## src/sv/clt_pkg.sv

```systemverilog
// ----------------------------------------------------------------------------
// clt_pkg
// Shared constants for the command line tokenizer: parser modes, character
// codes and store geometry.
// ----------------------------------------------------------------------------
package clt_pkg;

  localparam int unsigned BUF_BYTES_DEF = 256;
  localparam int unsigned PTR_W         = 8;

  localparam logic [2:0] MODE_OPEN   = 3'd0;
  localparam logic [2:0] MODE_CLOSED = 3'd1;
  localparam logic [2:0] MODE_CMD    = 3'd2;
  localparam logic [2:0] MODE_QUOTE  = 3'd3;
  localparam logic [2:0] MODE_FULL   = 3'd4;

  localparam logic [7:0] CH_CR    = 8'h0D;
  localparam logic [7:0] CH_LF    = 8'h0A;
  localparam logic [7:0] CH_QUOTE = 8'h22;
  localparam logic [7:0] CH_BSL   = 8'h5C;
  localparam logic [7:0] CH_SPACE = 8'h20;
  localparam logic [7:0] CH_DASH  = 8'h2D;
  localparam logic [7:0] CH_NUL   = 8'h00;

  localparam logic [7:0] START_CHAR_RST = 8'h2F;

endpackage

```

## src/sv/clt_store.sv

```systemverilog
// ----------------------------------------------------------------------------
// clt_store
// Single-port-write, single-port-read byte store with registered read data.
// ----------------------------------------------------------------------------
module clt_store
  import clt_pkg::*;
#(
  parameter int unsigned DEPTH = BUF_BYTES_DEF,
  parameter int unsigned AW    = $clog2(DEPTH)
) (
  input  logic              clk,
  input  logic              we,
  input  logic [AW-1:0]     waddr,
  input  logic [7:0]        wdata,
  input  logic [AW-1:0]     raddr,
  output logic [7:0]        rdata
);

  logic [7:0] mem [DEPTH];

  always_ff @(posedge clk) begin
    if (we) begin
      mem[waddr] <= wdata;
    end
  end

  always_ff @(posedge clk) begin
    rdata <= mem[raddr];
  end

endmodule

```

## src/sv/command_line_tokenizer_unit.sv

```systemverilog
// ----------------------------------------------------------------------------
// command_line_tokenizer_unit
// Character-at-a-time command line tokenizer working in one byte store.
// ----------------------------------------------------------------------------
//  channel | handshake              | payload
//  in      | in_valid / in_stall    | action, rx_char, read_addr
//  out     | out_valid / out_stall  | accepted, line_done, parser_mode,
//          |                        | entry_count, read_data
//  cfg     | cfg_wr_en              | cfg_wr_data (start_char)
//
// Closing a token walks the store through the single read port for the space
// skip, the value search and the dash-removing shift. One transaction is in
// work at a time; a finished result sits in the output register while the
// next one is taken.
// Reset is synchronous; store contents are undefined until written.
// ----------------------------------------------------------------------------
module command_line_tokenizer_unit
  import clt_pkg::*;
#(
  parameter int unsigned BUF_BYTES = BUF_BYTES_DEF
) (
  input  logic       clk,
  input  logic       rst,
  input  logic       cfg_wr_en,
  input  logic [7:0] cfg_wr_data,
  input  logic       in_valid,
  output logic       in_stall,
  input  logic       action,
  input  logic [7:0] rx_char,
  input  logic [7:0] read_addr,
  output logic       out_valid,
  input  logic       out_stall,
  output logic       accepted,
  output logic       line_done,
  output logic [2:0] parser_mode,
  output logic [6:0] entry_count,
  output logic [7:0] read_data
);

  localparam int unsigned AW = $clog2(BUF_BYTES);
  localparam logic [PTR_W-1:0] TOP_RST = PTR_W'(BUF_BYTES - 2);

  typedef enum logic [16:0] {
    S_IDLE   = 17'h00001,
    S_EVAL   = 17'h00002,
    S_CT_BEG = 17'h00004,
    S_SKIPRD = 17'h00008,
    S_SKIPCK = 17'h00010,
    S_DASH2  = 17'h00020,
    S_SECCK  = 17'h00040,
    S_SECWT  = 17'h00080,
    S_SECEND = 17'h00100,
    S_SHRD   = 17'h00200,
    S_SHWR   = 17'h00400,
    S_PUSH0  = 17'h00800,
    S_PUSH1  = 17'h01000,
    S_CTRET  = 17'h02000,
    S_LFEND  = 17'h04000,
    S_FIN    = 17'h08000,
    S_SPARE  = 17'h10000
  } state_t;

  state_t state;

  logic [7:0]       start_char;
  logic [2:0]       mode;
  logic [PTR_W-1:0] text_len, index_top, token_start;
  logic [PTR_W-1:0] ptr, ent_name, ent_offs;
  logic [PTR_W:0]   sec;
  logic             req_act;
  logic [7:0]       req_ch, req_addr;
  logic             ctx_lf, ct_ok;
  logic             res_acc, res_done;
  logic [7:0]       res_data;

  logic             mem_we;
  logic [PTR_W-1:0] mem_waddr, mem_raddr;
  logic [7:0]       mem_wdata, mem_rdata;

  logic             in_fire, out_load;
  logic [PTR_W:0]   tl9, it9, ts9;
  logic             has_prev;
  logic [PTR_W:0]   cnt_span;

  assign in_stall = (state != S_IDLE);
  assign in_fire  = in_valid && !in_stall;
  assign out_load = (state == S_FIN) && (!out_valid || !out_stall);

  assign tl9      = {1'b0, text_len};
  assign it9      = {1'b0, index_top};
  assign ts9      = {1'b0, token_start};
  assign has_prev = (text_len != '0);
  assign cnt_span = (PTR_W+1)'(BUF_BYTES) - it9;

  clt_store #(.DEPTH(BUF_BYTES), .AW(AW)) u_store (
    .clk   (clk),
    .we    (mem_we),
    .waddr (mem_waddr[AW-1:0]),
    .wdata (mem_wdata),
    .raddr (mem_raddr[AW-1:0]),
    .rdata (mem_rdata)
  );

  // store port control
  always_comb begin
    mem_we    = 1'b0;
    mem_waddr = '0;
    mem_wdata = '0;
    mem_raddr = '0;
    unique case (state)
      S_IDLE: begin
        mem_raddr = action ? read_addr : text_len - 1'b1;
      end
      S_EVAL: begin
        mem_waddr = text_len;
        mem_wdata = req_ch;
        if (!req_act && req_ch != CH_CR && req_ch != CH_LF) begin
          if (mode == MODE_CMD) begin
            mem_we = !(req_ch == CH_QUOTE && !(has_prev && mem_rdata == CH_BSL)) &&
                     !(req_ch == CH_SPACE && has_prev && mem_rdata != CH_SPACE) &&
                     (tl9 <= it9);
          end else if (mode == MODE_QUOTE) begin
            mem_we = !(req_ch == CH_QUOTE && !(has_prev && mem_rdata == CH_BSL)) &&
                     (tl9 + 1'b1 < it9);
          end
        end
      end
      S_CT_BEG: begin
        mem_we    = (tl9 < it9);
        mem_waddr = text_len;
        mem_wdata = CH_NUL;
      end
      S_SKIPRD: mem_raddr = token_start;
      S_SKIPCK: mem_raddr = token_start + 1'b1;
      S_SECCK:  mem_raddr = sec[PTR_W-1:0];
      S_SHRD:   mem_raddr = ptr;
      S_SHWR: begin
        mem_we    = 1'b1;
        mem_waddr = ptr - PTR_W'(2);
        mem_wdata = mem_rdata;
      end
      S_PUSH0: begin
        mem_we    = 1'b1;
        mem_waddr = index_top;
        mem_wdata = ent_name;
      end
      S_PUSH1: begin
        mem_we    = 1'b1;
        mem_waddr = index_top + 1'b1;
        mem_wdata = ent_offs;
      end
      default: ;
    endcase
  end

  always_ff @(posedge clk) begin
    if (rst) begin
      state       <= S_IDLE;
      start_char  <= START_CHAR_RST;
      mode        <= MODE_OPEN;
      text_len    <= '0;
      index_top   <= TOP_RST;
      token_start <= '0;
      out_valid   <= 1'b0;
    end else begin
      if (cfg_wr_en) start_char <= cfg_wr_data;

      if (out_load) begin
        out_valid   <= 1'b1;
        accepted    <= res_acc;
        line_done   <= res_done;
        read_data   <= res_data;
        parser_mode <= mode;
        entry_count <= 7'(cnt_span[PTR_W:1] - 1'b1);
      end else if (out_valid && !out_stall) begin
        out_valid <= 1'b0;
      end

      unique case (state)
        S_IDLE: begin
          if (in_fire) begin
            req_act  <= action;
            req_ch   <= rx_char;
            req_addr <= read_addr;
            res_acc  <= 1'b0;
            res_done <= 1'b0;
            res_data <= '0;
            state    <= S_EVAL;
          end
        end
        S_EVAL: begin
          state <= S_FIN;
          if (req_act) begin
            if ({1'b0, req_addr} < (PTR_W+1)'(BUF_BYTES)) res_data <= mem_rdata;
          end else if (req_ch == CH_CR) begin
            res_acc <= 1'b0;
          end else if (req_ch == CH_LF) begin
            ctx_lf <= 1'b1;
            if (mode == MODE_CMD && has_prev && mem_rdata != CH_SPACE) state <= S_CT_BEG;
            else state <= S_LFEND;
          end else begin
            unique case (mode)
              MODE_OPEN: begin
                if (req_ch == start_char) begin
                  mode        <= MODE_CMD;
                  token_start <= '0;
                  text_len    <= '0;
                  index_top   <= TOP_RST;
                  res_acc     <= 1'b1;
                end else begin
                  mode <= MODE_CLOSED;
                end
              end
              MODE_CMD: begin
                priority if (req_ch == CH_QUOTE && !(has_prev && mem_rdata == CH_BSL)) begin
                  mode    <= MODE_QUOTE;
                  res_acc <= 1'b1;
                end else if (req_ch == CH_SPACE && has_prev && mem_rdata != CH_SPACE) begin
                  ctx_lf <= 1'b0;
                  state  <= S_CT_BEG;
                end else if (tl9 <= it9) begin
                  text_len <= text_len + 1'b1;
                  res_acc  <= 1'b1;
                end else begin
                  mode <= MODE_FULL;
                end
              end
              MODE_QUOTE: begin
                res_acc <= 1'b1;
                priority if (req_ch == CH_QUOTE && !(has_prev && mem_rdata == CH_BSL)) begin
                  mode <= MODE_CMD;
                end else if (tl9 + 1'b1 < it9) begin
                  text_len <= text_len + 1'b1;
                end else begin
                  mode <= MODE_FULL;
                end
              end
              MODE_FULL: res_acc <= 1'b1;
              default:   res_acc <= 1'b0;
            endcase
          end
        end
        S_CT_BEG: begin
          if (tl9 < it9) begin
            text_len <= text_len + 1'b1;
            state    <= S_SKIPRD;
          end else begin
            ct_ok <= 1'b0;
            state <= S_CTRET;
          end
        end
        S_SKIPRD: state <= S_SKIPCK;
        S_SKIPCK: begin
          priority if (ts9 + 1'b1 < tl9 && mem_rdata == CH_SPACE) begin
            token_start <= token_start + 1'b1;
            state       <= S_SKIPRD;
          end else if (mem_rdata != CH_DASH) begin
            ent_name <= token_start;
            ent_offs <= '0;
            ct_ok    <= 1'b0;
            state    <= (ts9 + 1'b1 >= it9) ? S_CTRET : S_PUSH0;
          end else if (ts9 + 1'b1 >= tl9) begin
            text_len <= token_start;
            ct_ok    <= 1'b0;
            state    <= S_CTRET;
          end else begin
            state <= S_DASH2;
          end
        end
        S_DASH2: begin
          if (mem_rdata != CH_DASH) begin
            ent_name <= token_start;
            ent_offs <= PTR_W'(1);
            ct_ok    <= 1'b0;
            state    <= (ts9 + 1'b1 >= it9) ? S_CTRET : S_PUSH0;
          end else begin
            sec   <= ts9 + (PTR_W+1)'(3);
            state <= S_SECCK;
          end
        end
        S_SECCK: begin
          if (sec + 1'b1 < tl9) begin
            state <= S_SECWT;
          end else begin
            sec   <= sec + 1'b1;
            state <= S_SECEND;
          end
        end
        S_SECWT: begin
          sec   <= sec + 1'b1;
          state <= (mem_rdata != CH_NUL) ? S_SECCK : S_SECEND;
        end
        S_SECEND: begin
          // long flag still waiting for its value
          priority if (sec == tl9) begin
            ct_ok <= 1'b1;
            state <= S_CTRET;
          end else if (ts9 + 1'b1 >= it9) begin
            ct_ok <= 1'b0;
            state <= S_CTRET;
          end else begin
            ptr   <= token_start + PTR_W'(2);
            state <= S_SHRD;
          end
        end
        S_SHRD: begin
          if (ptr < text_len) begin
            state <= S_SHWR;
          end else begin
            ent_name <= token_start;
            ent_offs <= PTR_W'(sec - (ts9 + (PTR_W+1)'(2)));
            text_len <= text_len - PTR_W'(2);
            state    <= S_PUSH0;
          end
        end
        S_SHWR: begin
          ptr   <= ptr + 1'b1;
          state <= S_SHRD;
        end
        S_PUSH0: state <= S_PUSH1;
        S_PUSH1: begin
          if (index_top >= PTR_W'(2)) index_top <= index_top - PTR_W'(2);
          token_start <= text_len;
          ct_ok       <= 1'b1;
          state       <= S_CTRET;
        end
        S_CTRET: begin
          if (!ct_ok) mode <= ctx_lf ? MODE_CLOSED : MODE_FULL;
          if (ctx_lf) begin
            state <= S_LFEND;
          end else begin
            res_acc <= 1'b1;
            state   <= S_FIN;
          end
        end
        S_LFEND: begin
          res_acc  <= (mode == MODE_CMD) || (mode == MODE_QUOTE);
          res_done <= (mode == MODE_CMD) || (mode == MODE_QUOTE);
          mode     <= MODE_OPEN;
          state    <= S_FIN;
        end
        S_FIN: begin
          if (out_load) state <= S_IDLE;
        end
        default: state <= S_IDLE;
      endcase
    end
  end

  // index entries are two bytes, so the top pointer keeps its parity
  a_top_parity: assert property (@(posedge clk) disable iff (rst)
    index_top[0] == TOP_RST[0])
    else $error("index_top parity broken");

  a_no_write_idle: assert property (@(posedge clk) disable iff (rst)
    (state == S_IDLE) |-> !mem_we)
    else $error("store written while idle");

  a_done_acc: assert property (@(posedge clk) disable iff (rst)
    out_valid |-> (!line_done || accepted))
    else $error("line_done without accepted");

  a_load_frees_core: assert property (@(posedge clk) disable iff (rst)
    out_load |=> (state == S_IDLE) && out_valid)
    else $error("result load did not release the sequencer");

endmodule
```

## config.mk

```make
export PLATFORM = sky130hd
export DESIGN_NAME = command_line_tokenizer_unit
export DESIGN_NICKNAME = d
export VERILOG_FILES = /design/src/sv/clt_pkg.sv /design/src/sv/clt_store.sv /design/src/sv/command_line_tokenizer_unit.sv
export SDC_FILE = /design/constraint.sdc
export NUM_CORES = 2
export LEC_CHECK = 0
export BUFFER_PORTS_ARGS = -buffer_cell sky130_fd_sc_hd__buf_2
export CORE_MARGIN = 2
export CORE_UTILIZATION = 35
export CTS_CLUSTER_SIZE = 12
export DETAILED_ROUTE_END_ITERATION = 10
export GPL_TIMING_DRIVEN = 0
export MAX_ROUTING_LAYER = met4
export SYNTH_ARGS = -nofsm -noshare
export SYNTH_HDL_FRONTEND = slang
export SYNTH_SLANG_ARGS = --single-unit
```

## constraint.sdc

```tcl
create_clock -name clk -period 8.2 [get_ports clk]
set_input_delay 1.23 -clock clk [delete_from_list [all_inputs] [get_ports clk]]
set_output_delay 1.23 -clock clk [all_outputs]
set_load 0.05 [all_outputs]
```

# == Word-level counts from Yosys, hierarchy flattened ==
# Memory sizes are Yosys's and may differ from the RTL's. A register that Yosys moved wholly into a read port is not among the register bits.
# Cells that the tools add are included.
# op_classes
eq_ne,73
mux,117
n_bitwise,3
addsub,17
n_reduce_logical,60
n_lt_le_gt_ge,9
# ops
operator,count
8-bit 2-to-1 mux,37
17-bit case mux with 16 select lines,1
14-bit 2-to-1 mux,8
8-bit case mux with 3 select lines,4
8-bit case mux with 4 select lines,3
17-bit 2-to-1 mux,5
16-bit 2-to-1 mux,4
2-bit inequality test (second input constant),24
8-bit case mux with 2 select lines,3
8-bit case mux with 5 select lines,1
9-bit 2-to-1 mux,4
8-bit by 1-bit adder with 8-bit output (second input constant),4
3-bit 2-to-1 mux,10
7-bit AND reduction,4
9-bit by 8-bit less-than comparator with 1-bit output,3
3-bit inequality test (second input constant),9
9-bit case mux with 3 select lines,1
1-bit 2-to-1 mux,26
8-bit by 6-bit == test with 1-bit output (second input constant),3
8-bit by 2-bit subtractor with 8-bit output (second input constant),3
8-bit by 1-bit adder with 9-bit output (second input constant),2
9-bit by 8-bit >= comparator with 1-bit output,2
3-bit case mux with 3 select lines,2
9-bit AND reduction,2
other kinds (63),114
# word_totals
ramBits,2048
regBits,127
out_inout_bits,22
memories,1
# memory_table
memory,words,word_bits,read_ports,rd_ports_with_merged_regs,wr,line,source
u_store.mem,256,8,1,1,1,clt_store.sv:19,logic [7:0] mem [DEPTH];

# == Logic depth before layout (Yosys ltp) ==
# logic_depth
word_depth,12
ltp_mapped,19
depth_no_buf,14

# == By module ==
# A second synthesis with hierarchy kept.
# hier_totals
hier_cells,4728
area_unflattened_um2,88682.6
# modules_own_cells
mod,instances,area_each_um2,seq_area_each_um2,cells_each
clt_store,1,79556.3,61659.1,3733
command_line_tokenizer_unit,1,9126.3,3243.1,995

# == Least setup slack after synthesis ==
# OpenSTA, ideal clock, no wires.
# synth_timing
path_type,reg-to-reg
startpoint,register state[10]
endpoint,memory u_store.mem[0][0] (data pin)
t_arrival_ns,5.432
period_less_slack_ns,6.338
slack_ns,1.862
path_stages_with_launch,12
setup_time_ns,0.906
cell_sequence,dfxtp_1 -> buf_2 -> or4_1 -> buf_2 -> buf_6 -> nor3_1 -> and4b_1 -> clkbuf_1 -> clkbuf_1 -> clkbuf_1 -> nand2_1 -> nand3_1
# synth_between
elab_chain_len,2
elab_cells_between_ends,5
cone_classes,eq/ne: 4; mux: 1
# synth_rtl
item,line,source
start: declaration,command_line_tokenizer_unit.sv:63,state_t state;
start signal: assignment,command_line_tokenizer_unit.sv:261,state <= (ts9 + 1'b1 >= it9) ? S_CTRET : S_PUSH0;
start signal: assignment,command_line_tokenizer_unit.sv:275,state <= (ts9 + 1'b1 >= it9) ? S_CTRET : S_PUSH0;
start signal: assignment,command_line_tokenizer_unit.sv:291,state <= (mem_rdata != CH_NUL) ? S_SECCK : S_SECEND;
17-bit by 13-bit == test with 1-bit output (tied with other cells),command_line_tokenizer_unit.sv:110,unique case (state)
8-bit case mux with 4 select lines (*),command_line_tokenizer_unit.sv:110,
named net mem_wdata[0],command_line_tokenizer_unit.sv:78,"logic [7:0] mem_wdata, mem_rdata;"
end: declaration,clt_store.sv:19,
# Mark *: on every way through the listed nets, which the timed path passes. The rest lies on a longest branch.

# == Final worst setup path ==
# layout_timing
startpoint,register text_len[0]
endpoint,register u_store.rdata[3] (read register of u_store.mem)
# layout_between
elab_chain_len,3
# layout_rtl
item,line,source
start: declaration,command_line_tokenizer_unit.sv:67,"logic [PTR_W-1:0] text_len, index_top, token_start;"
start signal: assignment,command_line_tokenizer_unit.sv:222,text_len <= text_len + 1'b1;
start signal: assignment,command_line_tokenizer_unit.sv:233,text_len <= text_len + 1'b1;
start signal: assignment,command_line_tokenizer_unit.sv:245,text_len <= text_len + 1'b1;
8-bit by 1-bit subtractor with 8-bit output,command_line_tokenizer_unit.sv:112,mem_raddr = action ? read_addr : text_len - 1'b1;
8-bit 2-to-1 mux,command_line_tokenizer_unit.sv:112,
8-bit case mux with 5 select lines,command_line_tokenizer_unit.sv:110,
end: declaration,clt_store.sv:16,output logic [7:0] rdata
# No other way between the ends.
# A chain may end at the register's enable or synchronous reset.

==> run summary <==
GLOBAL ROUTE
--------------------------------------------------------------------------------
Residual overflow from global routing .............................            0
Pin count of the biggest net entering global routing ..............           81
GR Layer Usage met1 ...............................................        0.421
All-layer global routing usage ....................................        0.330
Met2 track demand over resource ...................................        0.466
First-pass GRT wire length ........................................       552 mm
Global-route track usage on met3 ..................................       0.0984
Vias in the first global route ....................................        55797
Initial antenna violation count ...................................           49
Most used routing layer in global routing .........................         met2

POWER AND IR DROP
--------------------------------------------------------------------------------
Net switching power ...............................................      8.41 mW
Largest voltage drop on the vdd net ...............................       233 uV
Power per unit of standard cell area ..............................  261 nW/um^2
Sequential power share ............................................        0.451
Power Total .......................................................      27.0 mW
Switching power share of the total ................................        0.312
Power Internal ....................................................      18.6 mW
Portion of total power attributed to the clock network ............        0.369
Logic pwr share ...................................................        0.179
Leakage power total ...............................................      31.1 nW

LOGIC SYNTHESIS
--------------------------------------------------------------------------------
Area share of fa/ha/maj cells after synthesis .....................       0.0105
Count of different cell masters after synthesis ...................           95
Post-synthesis compound-gate area fraction ........................       0.0555
Number of cells produced by synthesis .............................         5644
Area fraction in and, or, nand and nor cells after synthesis ......       0.0872
Post-synthesis sequential area ratio ..............................        0.718
Xor/xnor cell area share of the yosys netlist .....................      0.00775
Post-synthesis async set-or-reset flop share ......................            0
Synthesized area per cell .........................................   16.0 sq um
Warnings, synthesis ...............................................            0
Net Count, Synth ..................................................         5749
Number of enable-type register cells in the synthesized netlist ...         2122
Largest family of logic cells by synthesized area ................. multiplexers
Leading register cell type out of synthesis .......................     edfxtp_1
Area of the mapped netlist ........................................  90400 sq um
FF+latch count, synth .............................................         2181
Fraction of synthesized area in multiplexers ......................       0.0999

SETUP PATH
--------------------------------------------------------------------------------
Slowest cell on the critical path .................................     clkbuf_1
Arrival time reported for the critical path endpoint ..............      9.42 ns
Worst Path Max Fanout .............................................           13
CP max stage delay ................................................      1.05 ns
Worst Setup Start Kind ............................................     register
R2R Path End ...................................................... u_store.rdata[3]
Cell depth of the worst flop-to-flop path .........................           15
Nature of the critical path endpoint ..............................     register
Setup CP Type .....................................................   reg -> reg
R2R Setup Slk .....................................................     -0.46 ns
Required time at the endpoint of the critical path ................      8.95 ns
Critical R2R Launch ...............................................  text_len[0]
Sum of buffers and inverters on the critical path .................            6
Critical path cell sequence ....................................... clkbuf_1 > inv_1 > ha_1 > nor2_1 > a21oi_1 > o2111a_1 > clkbuf_1 > clkbuf_2 > clkbuf_2 > clkdlybuf4s15_2 > nand2_1 > o31ai_1 > a311oi_1 > o31ai_2 > o21ai_1
Cell family with most CP delay .................................... buffers and inverters

FLOORPLAN
--------------------------------------------------------------------------------
Chip Width ........................................................       512 um
Starting density of the core ......................................        0.352
Placeable core area ............................................... 257000 sq um
Area enclosed by the die boundary ................................. 262000 sq um
Die Ht ............................................................       512 um
Total I/O pin count ...............................................           52
Count of standard-cell rows .......................................          186

ROUTING
--------------------------------------------------------------------------------
Via count .........................................................        61122
Ratio of routed vias to standard cells ............................         6.39
First-pass detailed-route iteration total .........................            7
Antenna-violating nets left .......................................            0
Post-detailed-route DRC marker count ..............................            0
Post-detailed-routing wire length .................................       429 mm
Violation count after the first detailed-route iteration ..........        11844
Routed length per instance ........................................      44.9 um

CLOCK NETWORK
--------------------------------------------------------------------------------
Clk sink count ....................................................         2181
CTS clock-pin slew for the worst setup and hold paths .............      0.06 ns
Buffers from clock root to sink, at most ..........................            3
Post-CTS Repair Setup Buffers .....................................            0
Number of H-tree branching levels .................................            4
Clock root buffer .................................................    clkbuf_16
Clock Latency Late Sink ...........................................      0.98 ns
TritonCTS Buffers .................................................          226
Clock tree from TritonCTS .........................................          yes

LAYOUT
--------------------------------------------------------------------------------
Final nets ........................................................         6082
Share of layout cells above drive strength 1 ......................        0.168
Largest register FFs ..............................................         2048
Top Registers ..................................................... u_store.mem (2048), state (16), sec (9)
Most frequent cells in the layout ................................. edfxtp_1 (2122), nand2_1 (729), nor2_1 (444)
Largest Register ..................................................  u_store.mem
Area growth syn-to-layout .........................................        14.4%
Most common cell after layout, fill and taps aside ................     edfxtp_1

STA
--------------------------------------------------------------------------------
Period utilisation layout .........................................         1.06
Slew at the pin closest to its max-slew limit .....................      1.77 ns
Number of pins exceeding their max-slew limit in the final report .          171
Count of final hold-check violations ..............................            0
Count of final setup violators ....................................            6
Min Clock Period, post-route ......................................      8.66 ns
Setup skew after layout ...........................................     0.131 ns
Achievable Freq ...................................................      115 MHz
Setup TNS .........................................................     -1.39 ns
Least setup slack across all paths after layout ...................    -0.463 ns
Worst-case headroom to the max-slew limit .........................       -0.177
RSZ-0062 raised after global routing ..............................        false

RUN
--------------------------------------------------------------------------------
Number of max-capacitance violations reported .....................           20

HOLD PATH
--------------------------------------------------------------------------------
Min-Delay Path Class ..............................................   reg -> reg
Worst hold path cell count ........................................            0
Worst hold endpoint ...............................................    line_done
Min-Delay Startpoint ..............................................     res_done

PLACE
--------------------------------------------------------------------------------
Routability Congestion ............................................         1.07
Sum of net half-perimeters after detailed placement ...............       304 mm
I/O Buffers .......................................................           50
Worst slack at placement ..........................................    -0.777 ns

OUTCOME
--------------------------------------------------------------------------------
Failing checks .................................................... max-capacitance violations, max-slew violations, negative setup slack
Run status ........................................................ finished, violations left

[per-layer routing]
metal,share of wire,vias up
met1,0.37,31944
met3,0.13,1088
met2,0.43,5170
li1,-,22920
met4,0.068,0
met5,0,-
[worst register-to-register path, stage by stage, from the launching register on]
cell and delay, ns:
dfxtp_1 0.63, clkbuf_1 0.52, inv_1 0.25, ha_1 0.48, nor2_1 0.08, a21oi_1 0.60, o2111a_1 0.27, clkbuf_1 1.05
clkbuf_2 0.93, clkbuf_2 0.88, clkdlybuf4s15_2 0.86, nand2_1 0.29, o31ai_1 0.31, a311oi_1 0.30, o31ai_2 0.94, o21ai_1 0.17
[how the worst max path moves through the flow]
stage / startpoint / endpoint / depth (start not counted)
after floorplan: state[10] / u_store.mem[0][0] / 11
after global placement: state[5] / u_store.mem[142][3] / 9
after detailed placement: action / u_store.rdata[3] / 14
after CTS: text_len[0] / u_store.rdata[3] / 15
after global routing: text_len[0] / u_store.rdata[4] / 16
final: text_len[0] / u_store.rdata[3] / 15
[cell families (layout without fill, tap and decap cells)]
group           after synthesis  after routing
compound gates              706            706
xor+xnor                     80             80
fa+ha+maj                    75             75
buf+inv                     403            888
flops                      2181           2181
mux                         446            446
other cells                   0             48
simple gates               1753           1753
[timing repair]
item                                    4_1_cts  5_1_grt
gates resized for setup                       5        1
hold buffers                                  0        0
endpoints found under the setup margin        4        1
[synth_stat cells, types with 23 or more instances]
cell type	count	share of area
nand2_1	729	0.030
dfxtp_1	59	0.013
nand3_1	222	0.012
a21oi_1	110	0.0061
ha_1	74	0.010
xnor2_1	60	0.0058
and3_1	104	0.0072
mux4_2	364	0.091
a22oi_1	44	0.0037
buf_2	113	0.0063
edfxtp_1	2122	0.71
a311oi_1	58	0.0056
a31oi_1	71	0.0049
nor3_1	38	0.0021
buf_6	23	0.0029
a211oi_1	82	0.0068
a221oi_1	28	0.0027
o21ai_0	83	0.0046
nor2_1	457	0.019
mux2i_1	74	0.0082
nand2b_1	25	0.0017
clkbuf_1	168	0.0070
nand4_1	35	0.0024
buf_1	28	0.0012
inv_1	56	0.0023
[power groups by stage]
stage	clock [mW]	sequential, mW	combinational [mW]
after floorplan	0	12.4	1.83
after global placement	0	12.5	4.47
after detailed placement	0	12.4	4.53
after CTS	9.94	12.2	4.54
after global routing	10.3	12.2	4.64
final	9.97	12.2	4.84
[area by class of cell]
| cell class | instances | area, sq um |
|---|---|---|
| buffer | 344 | 1760 |
| multi-input combinational | 3060 | 23800 |
| antenna | 48 | 120 |
| sequential | 2181 | 64900 |
| timing repair buffer | 106 | 1430 |
| clock buffer | 281 | 5890 |
| inverter | 58 | 218 |
| fill | 23504 | 154000 |
| tap | 3384 | 4230 |
| clock inverter | 99 | 1050 |
[stage by stage]
step,area (sq um),cells,hold WS [ns],utilization
2_1_floorplan,90400,5644,0.400,-
3_3_place_gp,94900,9078,0.404,0.369
3_5_place_dp,96300,9131,0.405,0.375
4_1_cts,103000,9510,0.379,0.402
5_1_grt,103000,9539,0.385,0.402
6_report,103000,9561,0.376,0.402
Note: power is estimated with default switching activity, not from simulation.
